<file path="config.mk">
export PLATFORM = sky130hd
export DESIGN_NAME = button_debounce_click_detector
export DESIGN_NICKNAME = d
export VERILOG_FILES = /design/src/bdc_pkg.sv /design/src/bdc_queue.sv /design/src/bdc_front.sv /design/src/bdc_back.sv /design/src/button_debounce_click_detector.sv
export SDC_FILE = /design/constraint.sdc
export NUM_CORES = 1
export LEC_CHECK = 0
export BUFFER_PORTS_ARGS = -buffer_cell sky130_fd_sc_hd__buf_2
export CORE_ASPECT_RATIO = 0.9
export CORE_UTILIZATION = 55
export CTS_CLUSTER_DIAMETER = 80
export DETAILED_ROUTE_END_ITERATION = 10
export GPL_TIMING_DRIVEN = 0
export PLACE_DENSITY = 0.83
export SYNTH_ARGS = -nofsm -noshare
export SYNTH_HDL_FRONTEND = slang
export SYNTH_HIERARCHICAL = 1
export SYNTH_SLANG_ARGS = --single-unit
export TNS_END_PERCENT = 5
</file>
<file path="constraint.sdc">
create_clock -name clk -period 4.95 [get_ports clk]
set_clock_uncertainty 0.15 [all_clocks]
set_input_delay 1.485 -clock clk [delete_from_list [all_inputs] [get_ports clk]]
set_output_delay 1.485 -clock clk [all_outputs]
set_load 0.02 [all_outputs]
</file>
<file path="src/bdc_pkg.sv">
// Shared types, register indexes and reset values for the button debounce
// and click detector. No dependencies.
`default_nettype none

package bdc_pkg;

  // Field widths
  localparam int unsigned SAMPLE_W  = 15;
  localparam int unsigned TOL_W     = 14;
  localparam int unsigned INERTIA_W = 8;
  localparam int unsigned TIME_W    = 32;
  localparam int unsigned CFG_IDX_W = 2;
  localparam int unsigned CFG_DAT_W = 32;

  // Depth of the front-to-back and result queues
  localparam int unsigned QUEUE_DEPTH_DEF = 2;

  // Configuration register indexes
  localparam logic [CFG_IDX_W-1:0] REG_ACTIVE_VALUE  = 2'd0;
  localparam logic [CFG_IDX_W-1:0] REG_TOLERANCE     = 2'd1;
  localparam logic [CFG_IDX_W-1:0] REG_INERTIA_LIMIT = 2'd2;
  localparam logic [CFG_IDX_W-1:0] REG_HOLD_TIME     = 2'd3;

  // Reset values: 1.0 and 0.05 in Q2.13, 3 samples, 0.5 s
  localparam logic signed [SAMPLE_W-1:0] ACTIVE_VALUE_RST  = 15'sd8192;
  localparam logic [TOL_W-1:0]           TOLERANCE_RST     = 14'd410;
  localparam logic [INERTIA_W-1:0]       INERTIA_LIMIT_RST = 8'd3;
  localparam logic [TIME_W-1:0]          HOLD_TIME_RST     = 32'd500000;

  typedef struct packed {
    logic signed [SAMPLE_W-1:0] active_value;
    logic [TOL_W-1:0]           tolerance;
    logic [INERTIA_W-1:0]       inertia_limit;
    logic [TIME_W-1:0]          hold_time_us;
  } cfg_t;

  // Classified sample handed from front to back
  typedef struct packed {
    logic              active;
    logic [TIME_W-1:0] now_us;
  } item_t;

  // One result item
  typedef struct packed {
    logic debounced_state;
    logic lazy_state;
    logic press_event;
    logic single_event;
    logic double_event;
  } result_t;

endpackage

`default_nettype wire

</file>
<file path="src/bdc_queue.sv">
// Small first-in first-out queue of register entries with push/full and
// pop/empty sides. Depends on nothing; width and depth come from the parent.
`default_nettype none

module bdc_queue #(
  parameter int unsigned W     = 1,
  parameter int unsigned DEPTH = 2   // 2 or more
) (
  input  wire logic         clk,
  input  wire logic         rst_n,
  input  wire logic         push,
  input  wire logic [W-1:0] wdata,
  output logic              full,
  input  wire logic         pop,
  output logic [W-1:0]      rdata,
  output logic              empty
);

  localparam int unsigned PTR_W = $clog2(DEPTH);
  localparam int unsigned CNT_W = $clog2(DEPTH + 1);

  logic [W-1:0]     mem [DEPTH];
  logic [PTR_W-1:0] wr_ptr_r, wr_ptr_nxt;
  logic [PTR_W-1:0] rd_ptr_r, rd_ptr_nxt;
  logic [CNT_W-1:0] count_r, count_nxt;
  logic             do_push;
  logic             do_pop;

  assign full    = (count_r == CNT_W'(DEPTH));
  assign empty   = (count_r == '0);
  assign do_push = push && !full;
  assign do_pop  = pop && !empty;
  assign rdata   = mem[rd_ptr_r];

  // Advance pointers with wrap, track fill level
  always_comb begin
    wr_ptr_nxt = wr_ptr_r;
    rd_ptr_nxt = rd_ptr_r;
    count_nxt  = count_r;
    if (do_push) begin
      wr_ptr_nxt = (wr_ptr_r == PTR_W'(DEPTH - 1)) ? '0 : wr_ptr_r + 1'b1;
    end
    if (do_pop) begin
      rd_ptr_nxt = (rd_ptr_r == PTR_W'(DEPTH - 1)) ? '0 : rd_ptr_r + 1'b1;
    end
    if (do_push && !do_pop) begin
      count_nxt = count_r + 1'b1;
    end else if (do_pop && !do_push) begin
      count_nxt = count_r - 1'b1;
    end
  end

  always_ff @(posedge clk) begin
    if (!rst_n) begin
      wr_ptr_r <= '0;
      rd_ptr_r <= '0;
      count_r  <= '0;
    end else begin
      wr_ptr_r <= wr_ptr_nxt;
      rd_ptr_r <= rd_ptr_nxt;
      count_r  <= count_nxt;
    end
  end

  // Store entry on transfer in
  always_ff @(posedge clk) begin
    if (do_push) begin
      mem[wr_ptr_r] <= wdata;
    end
  end

endmodule

`default_nettype wire

</file>
<file path="src/bdc_front.sv">
// Front end: takes input samples and classifies each as active or not by
// its distance from the active value. Depends on bdc_pkg.
`default_nettype none

module bdc_front import bdc_pkg::*; (
  input  wire logic                       in_push,
  input  wire logic signed [SAMPLE_W-1:0] in_sample,
  input  wire logic [TIME_W-1:0]          in_now_us,
  output logic                            in_full,
  input  wire cfg_t                       cfg,
  output logic                            q_push,
  output item_t                           q_item,
  input  wire logic                       q_full
);

  logic signed [SAMPLE_W:0] delta;
  logic [SAMPLE_W:0]        mag;

  // Form the distance exactly at one extra bit, then take its magnitude
  always_comb begin
    delta = {in_sample[SAMPLE_W-1], in_sample}
          - {cfg.active_value[SAMPLE_W-1], cfg.active_value};
    mag   = delta[SAMPLE_W] ? (~delta + 1'b1) : delta;
  end

  // Pass the classified sample straight into the queue
  assign q_item.active = (mag <= {{(SAMPLE_W + 1 - TOL_W){1'b0}}, cfg.tolerance});
  assign q_item.now_us = in_now_us;
  assign q_push        = in_push && !q_full;
  assign in_full       = q_full;

endmodule

`default_nettype wire

</file>
<file path="src/bdc_back.sv">
// Back end: debounce, lazy state and click detection over classified samples,
// one per cycle while the result queue has room. Depends on bdc_pkg.
`default_nettype none

module bdc_back import bdc_pkg::*; (
  input  wire logic  clk,
  input  wire logic  rst_n,
  input  wire cfg_t  cfg,
  input  wire item_t q_item,
  input  wire logic  q_empty,
  output logic       q_pop,
  output logic       r_push,
  output result_t    r_data,
  input  wire logic  r_full
);

  logic [INERTIA_W-1:0] inertia_r, inertia_nxt;
  // current state before the update doubles as the previous state
  logic                 cur_r, cur_nxt;
  logic                 slow_r, slow_nxt;
  logic                 armed_r, armed_nxt;
  logic                 pend_r, pend_nxt;
  logic [TIME_W-1:0]    edge_time_r, edge_time_nxt;
  logic [TIME_W-1:0]    elapsed;
  logic                 step;

  assign step    = !q_empty && !r_full;
  assign q_pop   = step;
  assign r_push  = step;
  assign elapsed = q_item.now_us - edge_time_r;

  // Update debounce and click state for one sample
  always_comb begin
    inertia_nxt   = inertia_r;
    cur_nxt       = cur_r;
    slow_nxt      = slow_r;
    armed_nxt     = armed_r;
    pend_nxt      = pend_r;
    edge_time_nxt = edge_time_r;
    r_data        = '0;

    // Count active samples; drop at once on an inactive one
    if (!q_item.active) begin
      inertia_nxt = '0;
      cur_nxt     = 1'b0;
    end else if (inertia_r < cfg.inertia_limit) begin
      inertia_nxt = inertia_r + 1'b1;
    end else begin
      cur_nxt = 1'b1;
    end

    if (cur_nxt != cur_r) begin
      // Edge: stamp it, arm on rise, count the click on release
      edge_time_nxt = q_item.now_us;
      if (cur_nxt) begin
        armed_nxt = 1'b1;
      end else begin
        slow_nxt = 1'b0;
        if (armed_r) begin
          if (pend_r) begin
            r_data.double_event = 1'b1;
            pend_nxt            = 1'b0;
          end else begin
            pend_nxt = 1'b1;
          end
          armed_nxt = 1'b0;
        end
      end
    end else if (elapsed > cfg.hold_time_us) begin
      // Quiet long enough: settle lazy state and any single click
      r_data.press_event  = cur_nxt && !slow_r;
      slow_nxt            = cur_nxt;
      r_data.single_event = !cur_nxt && pend_r;
      pend_nxt            = 1'b0;
      armed_nxt           = 1'b0;
    end

    r_data.debounced_state = cur_nxt;
    r_data.lazy_state      = slow_nxt;
  end

  always_ff @(posedge clk) begin
    if (!rst_n) begin
      inertia_r   <= '0;
      cur_r       <= 1'b0;
      slow_r      <= 1'b0;
      armed_r     <= 1'b0;
      pend_r      <= 1'b0;
      edge_time_r <= '0;
    end else if (step) begin
      inertia_r   <= inertia_nxt;
      cur_r       <= cur_nxt;
      slow_r      <= slow_nxt;
      armed_r     <= armed_nxt;
      pend_r      <= pend_nxt;
      edge_time_r <= edge_time_nxt;
    end
  end

endmodule

`default_nettype wire

</file>
<file path="src/button_debounce_click_detector.sv">
// Top level of the button debouncer with click detection: configuration
// registers, front end, item queue, back end and result queue.
// Depends on bdc_pkg, bdc_front, bdc_queue and bdc_back.
//
//   Channel  Direction  Handshake           Payload
//   in_      input      in_push / in_full   in_sample, in_now_us
//   out_     output     out_pop / out_empty debounced, lazy, press, single, double
//   cfg_     input      cfg_we              cfg_index, cfg_wdata
//
// One item per cycle sustained while the result side keeps popping; an item's
// result reaches the result ports through the item queue, then the result
// queue, which the back end writes as it pops the item queue.
// The back end's state update is the one per-item loop. A stalled result side
// fills the result queue, then the item queue, then raises in_full. Reset
// empties both queues, clears the back-end state and loads the register defaults.
`default_nettype none

module button_debounce_click_detector import bdc_pkg::*; #(
  parameter int unsigned QUEUE_DEPTH = QUEUE_DEPTH_DEF
) (
  input  wire logic                       clk,
  input  wire logic                       rst_n,
  input  wire logic                       in_push,
  output logic                            in_full,
  input  wire logic signed [SAMPLE_W-1:0] in_sample,
  input  wire logic [TIME_W-1:0]          in_now_us,
  output logic                            out_empty,
  input  wire logic                       out_pop,
  output logic                            out_debounced_state,
  output logic                            out_lazy_state,
  output logic                            out_press_event,
  output logic                            out_single_event,
  output logic                            out_double_event,
  input  wire logic                       cfg_we,
  input  wire logic [CFG_IDX_W-1:0]       cfg_index,
  input  wire logic [CFG_DAT_W-1:0]       cfg_wdata
);

  cfg_t    cfg_r;
  item_t   fq_item, bq_item;
  logic    fq_push, fq_full, bq_empty, bq_pop;
  logic    rq_push, rq_full;
  result_t rq_wdata, rq_rdata;

  // Configuration registers
  always_ff @(posedge clk) begin
    if (!rst_n) begin
      cfg_r.active_value  <= ACTIVE_VALUE_RST;
      cfg_r.tolerance     <= TOLERANCE_RST;
      cfg_r.inertia_limit <= INERTIA_LIMIT_RST;
      cfg_r.hold_time_us  <= HOLD_TIME_RST;
    end else if (cfg_we) begin
      case (cfg_index)
        REG_ACTIVE_VALUE:  cfg_r.active_value  <= cfg_wdata[SAMPLE_W-1:0];
        REG_TOLERANCE:     cfg_r.tolerance     <= cfg_wdata[TOL_W-1:0];
        REG_INERTIA_LIMIT: cfg_r.inertia_limit <= cfg_wdata[INERTIA_W-1:0];
        REG_HOLD_TIME:     cfg_r.hold_time_us  <= cfg_wdata[TIME_W-1:0];
        default: begin
        end
      endcase
    end
  end

  bdc_front u_front (
    .in_push   (in_push),
    .in_sample (in_sample),
    .in_now_us (in_now_us),
    .in_full   (in_full),
    .cfg       (cfg_r),
    .q_push    (fq_push),
    .q_item    (fq_item),
    .q_full    (fq_full)
  );

  bdc_queue #(
    .W     ($bits(item_t)),
    .DEPTH (QUEUE_DEPTH)
  ) u_item_q (
    .clk   (clk),
    .rst_n (rst_n),
    .push  (fq_push),
    .wdata (fq_item),
    .full  (fq_full),
    .pop   (bq_pop),
    .rdata (bq_item),
    .empty (bq_empty)
  );

  bdc_back u_back (
    .clk     (clk),
    .rst_n   (rst_n),
    .cfg     (cfg_r),
    .q_item  (bq_item),
    .q_empty (bq_empty),
    .q_pop   (bq_pop),
    .r_push  (rq_push),
    .r_data  (rq_wdata),
    .r_full  (rq_full)
  );

  bdc_queue #(
    .W     ($bits(result_t)),
    .DEPTH (QUEUE_DEPTH)
  ) u_result_q (
    .clk   (clk),
    .rst_n (rst_n),
    .push  (rq_push),
    .wdata (rq_wdata),
    .full  (rq_full),
    .pop   (out_pop),
    .rdata (rq_rdata),
    .empty (out_empty)
  );

  assign out_debounced_state = rq_rdata.debounced_state;
  assign out_lazy_state      = rq_rdata.lazy_state;
  assign out_press_event     = rq_rdata.press_event;
  assign out_single_event    = rq_rdata.single_event;
  assign out_double_event    = rq_rdata.double_event;

endmodule

`default_nettype wire
</file>
# Word-level counts from Yosys, hierarchy flattened

Memory sizes are Yosys's and may differ from the RTL's. A register that Yosys moved wholly into a read port is not among the register bits.
Cells that the tools add are included.

Output and inout bits: 7
Memories kept: 2
Memory bits (read-only): 0
Latch bits: 0
Bits in writable memories: 76
Word-level logic and storage cells: 116
Flip-flop bits (word level): 121

Memory list:

| memory         | words | bits a word | rd ports | clocked after memory_dff | wr ports | RTL line        | text |
|---|---|---|---|---|---|---|---|
| u_item_q.mem   | 2     | 33          | 1        | 1                        | 1        | bdc_queue.sv:22 | `logic [W-1:0] mem [DEPTH];` |
| u_result_q.mem | 2     | 5           | 1        | 1                        | 1        | bdc_queue.sv:22 |  |

Bitwise gates (word level): 1
Shift operators: 0
Mux-type cells: 37
Eq/ne operators: 9
Order comparisons: 3
Divide/modulo/power cells: 0
$mul: 0
Reductions and logical operators: 36
$add $sub $neg: 12

Operators with widths:

| kind                                                | number |
|---|---|
| > comparator 32 bit                                 | 1 |
| subtractor 32 bit                                   | 1 |
| 2-to-1 mux 1 bit                                    | 28 |
| adder 16 x 1 -> 16 bit, second input constant       | 1 |
| less-or-equal comparator 16 x 14 -> 1 bit           | 1 |
| 2-to-1 mux 16 bit                                   | 1 |
| 2-to-1 mux 8 bit                                    | 2 |
| inverter 16 bit                                     | 1 |
| subtractor 15 x 15 -> 16 bit                        | 1 |
| AND reduction 2 bit                                 | 7 |
| logical AND 1 bit                                   | 12 |
| 2-to-1 mux 2 bit                                    | 6 |
| zero test 1 bit                                     | 10 |
| adder 8 x 1 -> 8 bit, second input constant         | 1 |
| equality test 2 bit, second input constant          | 4 |
| less-than comparator 8 bit                          | 1 |
| zero test 2 bit                                     | 3 |
| nonzero test 2 bit                                  | 3 |
| adder 1 bit, second input constant                  | 4 |
| adder 2 x 1 -> 2 bit, second input constant         | 2 |
| != test 2 bit, second input constant                | 2 |
| AND reduction 4 bit                                 | 1 |
| subtractor 2 x 1 -> 2 bit, second input constant    | 2 |
| equality test 2 x 1 -> 1 bit, second input constant | 1 |
| 2 further kinds                                     | 2 |

# Depth between registers and ports, before layout

Gate-level depths: netlist (run 1).

Word-level depth: 8
Depth in mapped cells: 24
Depth with buffers taken out: 21

# Cells and area by module

The synthesis (run 1) kept the hierarchy.

Modules (own cells, without submodules):

| module                         | seq. area each (µm²) | area an instance (µm²) | times used | cells an instance |
|---|---|---|---|---|
| bdc_back                       | 880.8                | 4,524.3                | 1          | 599 |
| button_debounce_click_detector | 1,381.3              | 2,693.8                | 1          | 276 |
| bdc_queue (u_item_q)           | 2,082.0              | 2,607.5                | 1          | 128 |
| bdc_front                      | 0.0                  | 2,037.0                | 1          | 275 |
| bdc_queue (u_result_q)         | 400.4                | 584.3                  | 1          | 41 |

# Worst setup path after synthesis (run 1)

No wires, ideal clock.

Kind: input to register
Start point: input in_sample[3]
End point: memory u_item_q/mem[0][32] (netlist bit), data pin
Path slack: -0.052 ns
Data required time: 4.616 ns
Buffers on the path: 2
Arrival time: 4.668 ns
Stages on the path: 20
Cells stage by stage: ha_1 buf_2 a21o_1 a21oi_2 a211oi_2 o311ai_2 a21oi_2 a31oi_1 buf_6 nand2_1 o21ai_1 ha_1 nor2b_1 o21a_1 o21a_1 o21ai_0 a21oi_1 nor4bb_1 nor2_1 a211oi_1

RTL lines:

| item               | RTL line                             | text |
|---|---|---|
| start: declaration | button_debounce_click_detector.sv:25 | `input wire logic signed [SAMPLE_W-1:0] in_sample,` |
| end: declaration   | bdc_queue.sv:22                      |  |

==> results.tsv, run 1 <==
stage	metric	value	unit
finish	ANT cells	0	
detailed_routing	Starting DRT DRC Count	674	
yosys	Synth area leaders	dfxtp_1 (20%), edfxtp_1 (18%), ha_1 (10%)	
place	gp weighted congestion	0.891	
power	P_sw	2.62	mW
floorplan	number of core rows	51	
worst_hold_path	worst hold path class	register to register	
power	P_int	4.31	mW
place	number of port buffers	60	
sta	Final Hold Viols	0	
clocking	clock-pin slew on the worst setup and hold paths	0.07	ns
worst_setup_path	startpoint types	input pin	
worst_setup_path	critical path endpoint	u_item_q/mem[1][32]$_DFFE_PP_	
yosys	Synth Warn #	6	
sta	endpoints failing setup	8	
clocking	clock root cell	clkbuf_16	
power	pwr dens	474	nW/um^2
place	dpl hpwl	20300	um
detailed_routing	drt total wl	29300	um
worst_setup_path	worst reg-to-reg setup slack	-0.04	ns
finish	share of cells above drive strength 1	0.239	
clocking	Clock Latency Late Sink	0.44	ns
yosys	register bit total from synthesis	199	
yosys	Synth Area per Inst	9.44	sq um
sta	final period demand of the worst path	4.99	ns
power	Overall Power	6.93	mW
clocking	H-tree depth	4	
power	sequential share of power	0.287	
grt	number of global-route vias before repair	9349	
sta	fin. max-slew vios	0	
worst_setup_path	RR Endpoint	u_result_q/mem[0][1]$_DFFE_PP_	
finish	Final Cell Area	14600	sq um
clocking	CTS tree	yes	
floorplan	Core Region	21900	sq um
yosys	cell taking the most area after synthesis	dfxtp_1	
detailed_routing	# DRC	0	
finish	layout net count	1623	
finish	area grow syn2layout	17.4	%
detailed_routing	Antenna Nets Post-Route	0	
yosys	Cell variety after synth	104	
grt	first-pass GRT wire length	45100	um
clocking	Max Root-Sink Buffers	2	
detailed_routing	vias	9957	
yosys	ys flop type	dfxtp_1	
place	pre-CTS WS	-0.866	ns
floorplan	Die Wd	161	um
grt	initial antenna violation count	0	
worst_setup_path	arrival time worst endpoint	5.04	ns
sta	RSZ-0062 raised after global routing	true	
grt	total congestion overflow	0	
worst_setup_path	CP max-delay cell	a221o_1	
place	Placed Area	13200	sq um
yosys	Net Count, Synth	1511	
yosys	Post-synth EDFFs	76	
worst_setup_path	max incr delay on CP	0.35	ns
power	Logic pwr share	0.510	
worst_setup_path	Critical Path Fanout Max	6	
flow_run	Max Cap Violations	0	
detailed_routing	drt wl/cell	16.9	um
grt	GRT Total Usage	0.244	
yosys	Synth async-reset ratio	0	
power	Pleak	5.82	nW
floorplan	starting density of the core	0.569	
worst_setup_path	CP Capture Type	register	
run_status	status	complete, but fails checks	
run_status	violated checks	negative setup slack	
finish	Layout fillers	1578	
clocking	# clock sinks	199	
yosys	Yosys top cell area share	0.198	
sta	Slew @ Worst Pin	0.824	ns
floorplan	die height	145	um
sta	Max-slew headroom	0.451	
detailed_routing	vias per inst	5.74	
yosys	mapped cell area	12400	sq um
worst_setup_path	Required @ worst endpoint	4.99	ns
power	largest vdd supply drop	353	uV
grt	largest net degree at the start of global routing	34	
sta	Final Cycle Share	1.01	
worst_setup_path	CP Cell Sequence	buf_2, ha_2, nor2b_4, o31a_4, o311a_1, a2111oi_4, nand3b_1, nand2_1, xnor2_2, ha_1, buf_4, nand3_1, nor2_1, nor2_1, a221o_1, nor2_2, a211oi_2, buf_4	
power	clock share of power	0.203	
power	Sw Ratio	0.378	
sta	Max Clk Rate	200	MHz
yosys	Mapped Cells	1319	
clocking	clock buffer count from CTS	17	
floorplan	die area	23200	sq um
worst_setup_path	r2r worst-path depth	19	
floorplan	io pins	93	
detailed_routing	Pre-Repair DR Iteration Count	6	
worst_setup_path	crit path launch	in_sample[2]	
worst_setup_path	worst setup path category	input pin to register	
sta	post-route setup slack	-0.0441	ns
yosys	register area share after synthesis	0.381	
## sequential cells by signal, indices dropped and copies added, names as in the netlist, 2 cells and up, named ones only
name                flops
u_item_q/count_r        2
u_back/inertia_r        8
cfg_r                  69
u_back/edge_time_r     32
u_result_q/count_r      2
u_result_q/mem         10
u_item_q/mem           66
## power by group through the flow
stage / clock (mW) / sequential [mW] / combinational, mW
after floorplan: 0 / 1.99 / 2.28
after CTS: 1.42 / 1.99 / 3.22
after detailed placement: 0 / 2.02 / 2.92
after global placement: 0 / 2.01 / 2.79
final: 1.41 / 1.99 / 3.53
after global routing: 1.49 / 2.01 / 3.85
## critical path, delay by kind of cell
family,cells,cell delay [ns]
AOI/OAI and AO/OA,5,1.36
xor gates and xnor gates,1,0.14
adders and majority gates,2,0.66
buffers and inverters,3,0.41
and+or+nand+nor,7,0.96
## final cells by class
| cell class | count | area, sq um | area share |
|---|---|---|---|
| clock inverter | 15 | 168 | 0.0115 |
| inverter | 131 | 492 | 0.0336 |
| sequential | 199 | 4750 | 0.325 |
| buffer | 84 | 601 | 0.0411 |
| multi-input combinational | 903 | 7190 | 0.492 |
| tap | 291 | 364 | 0.0249 |
| clock buffer | 17 | 425 | 0.0291 |
| timing repair buffer | 95 | 633 | 0.0433 |
## layout by cell type (no fill, tap or decap), drive strengths merged, types with 21 or more instances in the layout
master  count
mux2       38
dfxtp     123
a21oi      58
mux2i      60
buf       157
a21boi     37
clkbuf     37
o21ai      35
nand2     188
nor2b      22
edfxtp     76
o21a       21
ha        104
inv       135
xnor2      42
nor2       53
a21o       27
## metal layers
layer | vias up | routed length [um] | GRT usage
li1 | 4812 | - | -
met1 | 4745 | 12600 | 0.312
met2 | 343 | 14400 | 0.420
met3 | 57 | 1670 | 0.0333
met4 | 0 | 641 | 0.0957
met5 | - | 0 | 0
## worst min path at each step
stage	from	endpoint	cells past startpoint
floorplan	cfg_r[14]$_SDFFE_PN0P_	cfg_r[14]$_SDFFE_PN0P_	2
global placement	u_back/edge_time_r[2]$_SDFFE_PN0P_	u_back/edge_time_r[2]$_SDFFE_PN0P_	2
detailed placement	u_back/edge_time_r[2]$_SDFFE_PN0P_	u_back/edge_time_r[2]$_SDFFE_PN0P_	2
CTS	u_back/edge_time_r[9]$_SDFFE_PN0P_	u_back/edge_time_r[9]$_SDFFE_PN0P_	2
global route	u_back/edge_time_r[13]$_SDFFE_PN0P_	u_back/edge_time_r[13]$_SDFFE_PN0P_	2
finish	u_back/edge_time_r[13]$_SDFFE_PN0P_	u_back/edge_time_r[13]$_SDFFE_PN0P_	2
## cell families (layout without fill, tap and decap cells)
family          after synthesis  count (layout)  share of synthesized area
mux                          98              98                     0.0826
flops                       199             199                      0.381
xor+xnor                     59              59                     0.0415
compound gates              263             263                      0.156
simple gates                377             377                      0.146
fa+ha+maj                   106             106                      0.108
buf+inv                     217             342                     0.0849
## Yosys cell counts (19+ instances only)
cell type  number
nand2_1       188
inv_1         129
dfxtp_1       123
ha_1          104
edfxtp_1       76
mux2i_1        60
a21oi_1        53
nor2_1         53
xnor2_1        42
buf_4          39
mux2_2         38
a21o_1         26
a21boi_0       25
clkbuf_1       20
nor2b_1        20
o21a_1         20
nand3_1        19
nand4_1        19
o21ai_0        19
## through the flow
stage	hold slack, ns	std cells	TNS, ns	utilization
after floorplan	0.285	1319	0	-
after global placement	0.290	1670	-5.20	0.600
after detailed placement	0.295	1672	-6.15	0.602
after CTS	0.307	1721	-0.00614	0.648
after global routing	0.322	1735	-1.30	0.668
final	0.308	1735	-0.230	0.668
## repair_timing
action / CTS / global route
cloned: 1 / 1
resized for setup: 54 / 70
setup endpoints to repair: 11 / 11
hold buffers: 0 / 0
buffers inserted: 17 / 14
endpoints found under the hold margin: 0 / 0
pin swaps: 26 / 50
Note: power is estimated with default switching activity, not from simulation.
==> inputs of run 2 (changes only) <==
==> constraint.sdc (replaced) <==
create_clock -name clk -period 4.95 [get_ports clk]
set_clock_uncertainty 0.15 [all_clocks]
set_input_delay 0 -clock clk [delete_from_list [all_inputs] [get_ports clk]]
set_output_delay 0 -clock clk [all_outputs]
set_load 0.02 [all_outputs]
==> results.tsv, run 2 (synthesis results as in run 1) <==
stage	metric	value	unit	change
run_status	status	complete, but fails checks		
run_status	violated checks	negative setup slack		
finish	Layout fillers	1586		+0.51%
sta	Max Clk Rate	200	MHz	about the same
finish	top flop regs	cfg_r x69, u_item_q/mem x66, u_back/edge_time_r x32		
place	number of port buffers	60		unchanged
clocking	# clock sinks	199		unchanged
finish	FF/Latch Area	4750	sq um	unchanged
finish	commonest non-fill, non-tap cell in the layout	nand2_1		
floorplan	Die Wd	161	um	unchanged
detailed_routing	drt wl/cell	16.6	um	-1.9%
clocking	clock root cell	clkbuf_16		
worst_setup_path	Critical Path Fanout Max	7		+1
sta	Slew @ Worst Pin	0.859	ns	+0.0357 ns
detailed_routing	vias per inst	5.58		-2.8%
detailed_routing	drt total wl	29600	um	+1.1%
power	clock share of power	0.207		+0.004
finish	number of flip-flops in the largest register	69		unchanged
power	P_int	4.24	mW	-1.6%
worst_hold_path	worst hold path class	input pin to register		
power	largest vdd supply drop	304	uV	-14%
sta	fin. max-slew vios	0		unchanged
place	dpl hpwl	20300	um	about the same
detailed_routing	Antenna Nets Post-Route	0		unchanged
sta	final period demand of the worst path	4.99	ns	-0.00199 ns
sta	Final Hold Viols	0		unchanged
power	pwr dens	459	nW/um^2	-3.1%
detailed_routing	Pre-Repair DR Iteration Count	6		unchanged
clocking	clock-pin slew on the worst setup and hold paths	0.07	ns	about the same
detailed_routing	Starting DRT DRC Count	804		+19%
finish	share of cells above drive strength 1	0.193		-0.0464
grt	largest net degree at the start of global routing	34		unchanged
finish	most flop-heavy register	cfg_r		
grt	initial antenna violation count	0		unchanged
finish	Multi-input gate area	6890	sq um	-4.1%
finish	layout net count	1675		+3.2%
grt	first-pass GRT wire length	47600	um	+5.4%
power	Pleak	5.95	nW	+2.1%
place	gp weighted congestion	0.882		-0.99%
grt	number of global-route vias before repair	9696		+3.7%
clocking	clock buffer count from CTS	17		unchanged
worst_setup_path	startpoint types	register		
floorplan	starting density of the core	0.569		unchanged
detailed_routing	vias	9968		+0.11%
finish	most frequent cells in the layout	nand2_1 (188), inv_1 (127), dfxtp_1 (122)		
floorplan	Core Region	21900	sq um	unchanged
worst_setup_path	arrival time worst endpoint	4.98	ns	-0.06 ns
worst_setup_path	Required @ worst endpoint	4.94	ns	-0.05 ns
power	Logic pwr share	0.499		-0.011
sta	Max-slew headroom	0.427		-0.0238
finish	ANT cells	0		unchanged
worst_setup_path	CP Capture Type	register		
clocking	CTS tree	yes		
grt	GRT Total Usage	0.259		+0.0147
finish	Final Util	0.680		+0.0118
sta	endpoints failing setup	6		-2
floorplan	io pins	93		unchanged
sta	Final Cycle Share	1.01		about the same
power	sequential share of power	0.293		+0.006
finish	area grow syn2layout	19.5	%	
grt	total congestion overflow	0		unchanged
clocking	Clock Latency Late Sink	0.44	ns	about the same
floorplan	die height	145	um	unchanged
flow_run	Max Cap Violations	0		unchanged
worst_setup_path	worst setup path category	register to register		
power	Overall Power	6.83	mW	-1.4%
power	P_sw	2.59	mW	-1.1%
floorplan	die area	23200	sq um	unchanged
floorplan	number of core rows	51		unchanged
detailed_routing	# DRC	0		unchanged
sta	post-route setup slack	-0.0421	ns	+0.00199 ns
clocking	Max Root-Sink Buffers	2		unchanged
power	Sw Ratio	0.379		+0.00122
clocking	H-tree depth	4		unchanged
sta	RSZ-0062 raised after global routing	true		
## run 2: cell count changes in the layout (fill, tap and decap cells not counted), moves of 5 or more
cell,change
dlygate4sd3_1,+73
buf_4,-19
a21oi_1,+7
ha_1,+7
o21ai_2,-6
a21oi_2,-5
ha_4,-5
o21ai_1,+5
## run 2: final cells by class
type | instances | area share
repair buffers | 147 | 0.0807
clock inverters | 15 | 0.0112
multi-input cells | 903 | 0.463
plain buffers | 84 | 0.0393
clock buffers | 17 | 0.0286
inverters | 131 | 0.0332
flip-flops and latches | 199 | 0.319
well taps | 291 | 0.0245
## run 2: worst max-delay path: stages (launching register included)
cell,delay [ns]
dfxtp_4,0.45
buf_12,0.15
mux2_4,0.32
inv_4,0.06
ha_4,0.13
inv_2,0.04
fa_2,0.35
a21o_1,0.21
a21oi_2,0.19
o21ai_4,0.11
a221o_2,0.35
buf_4,0.15
a21oi_2,0.15
o21ai_1,0.10
xor2_1,0.16
ha_1,0.28
nand2_1,0.11
o21ai_1,0.10
a221oi_2,0.30
nor3_1,0.09
o31a_1,0.40
o2111ai_1,0.16
o221ai_1,0.18
## run 2: power by group through the flow
| stage | registers [mW] | logic, mW | clock network, mW |
|---|---|---|---|
| 2_1_floorplan | 1.99 | 2.28 | 0 |
| 6_report | 2.00 | 3.41 | 1.42 |
| 4_1_cts | 1.99 | 3.28 | 1.43 |
| 3_5_place_dp | 2.02 | 2.93 | 0 |
| 3_3_place_gp | 2.01 | 2.79 | 0 |
| 5_1_grt | 2.02 | 3.73 | 1.49 |
## run 2: routing by layer
layer	wire, um	vias to the layer above	track usage
li1	-	4920	-
met1	13100	4698	0.328
met2	14400	299	0.456
met3	1590	51	0.0390
met4	549	0	0.0787
met5	0	-	0
## run 2: final timing paths
| kind | start | to | slack, ns | cells after the start |
|---|---|---|---|---|
| worst max-delay path | register | u_result_q/mem[1][3]$_DFFE_PP_ | -0.04 | 22 |
| worst min-delay path | in_now_us[8] | u_item_q/mem[0][8]$_DFFE_PP_ | 0.13 | 2 |
| worst max register to register | register | u_result_q/mem[1][3]$_DFFE_PP_ | -0.04 | 22 |
| worst min register to register | u_back/edge_time_r[2]$_SDFFE_PN0P_ | u_back/edge_time_r[2]$_SDFFE_PN0P_ | 0.30 | 2 |
## run 2: repair_timing
item	CTS	global route
pin swaps	29	7
endpoints found under the hold margin	143	0
gates cloned	1	0
setup endpoints to repair	9	11
gates resized for setup	51	12
hold buffers	73	0
buffers inserted	11	0
## run 2: per-stage QoR
| stage | setup TNS (ns) | setup WS (ns) | hold WS (ns) | std cells | instance area (sq um) |
|---|---|---|---|---|---|
| after floorplan | 0 | 0.158 | -0.0324 | 1319 | 12400 |
| after global placement | -3.59 | -0.485 | 0.0346 | 1670 | 13100 |
| after detailed placement | -4.67 | -0.597 | 0.0378 | 1672 | 13200 |
| after CTS | -0.0436 | -0.0132 | 0.116 | 1788 | 14800 |
| after global routing | -1.45 | -0.202 | 0.124 | 1787 | 14900 |
| final | -0.187 | -0.0421 | 0.131 | 1787 | 14900 |
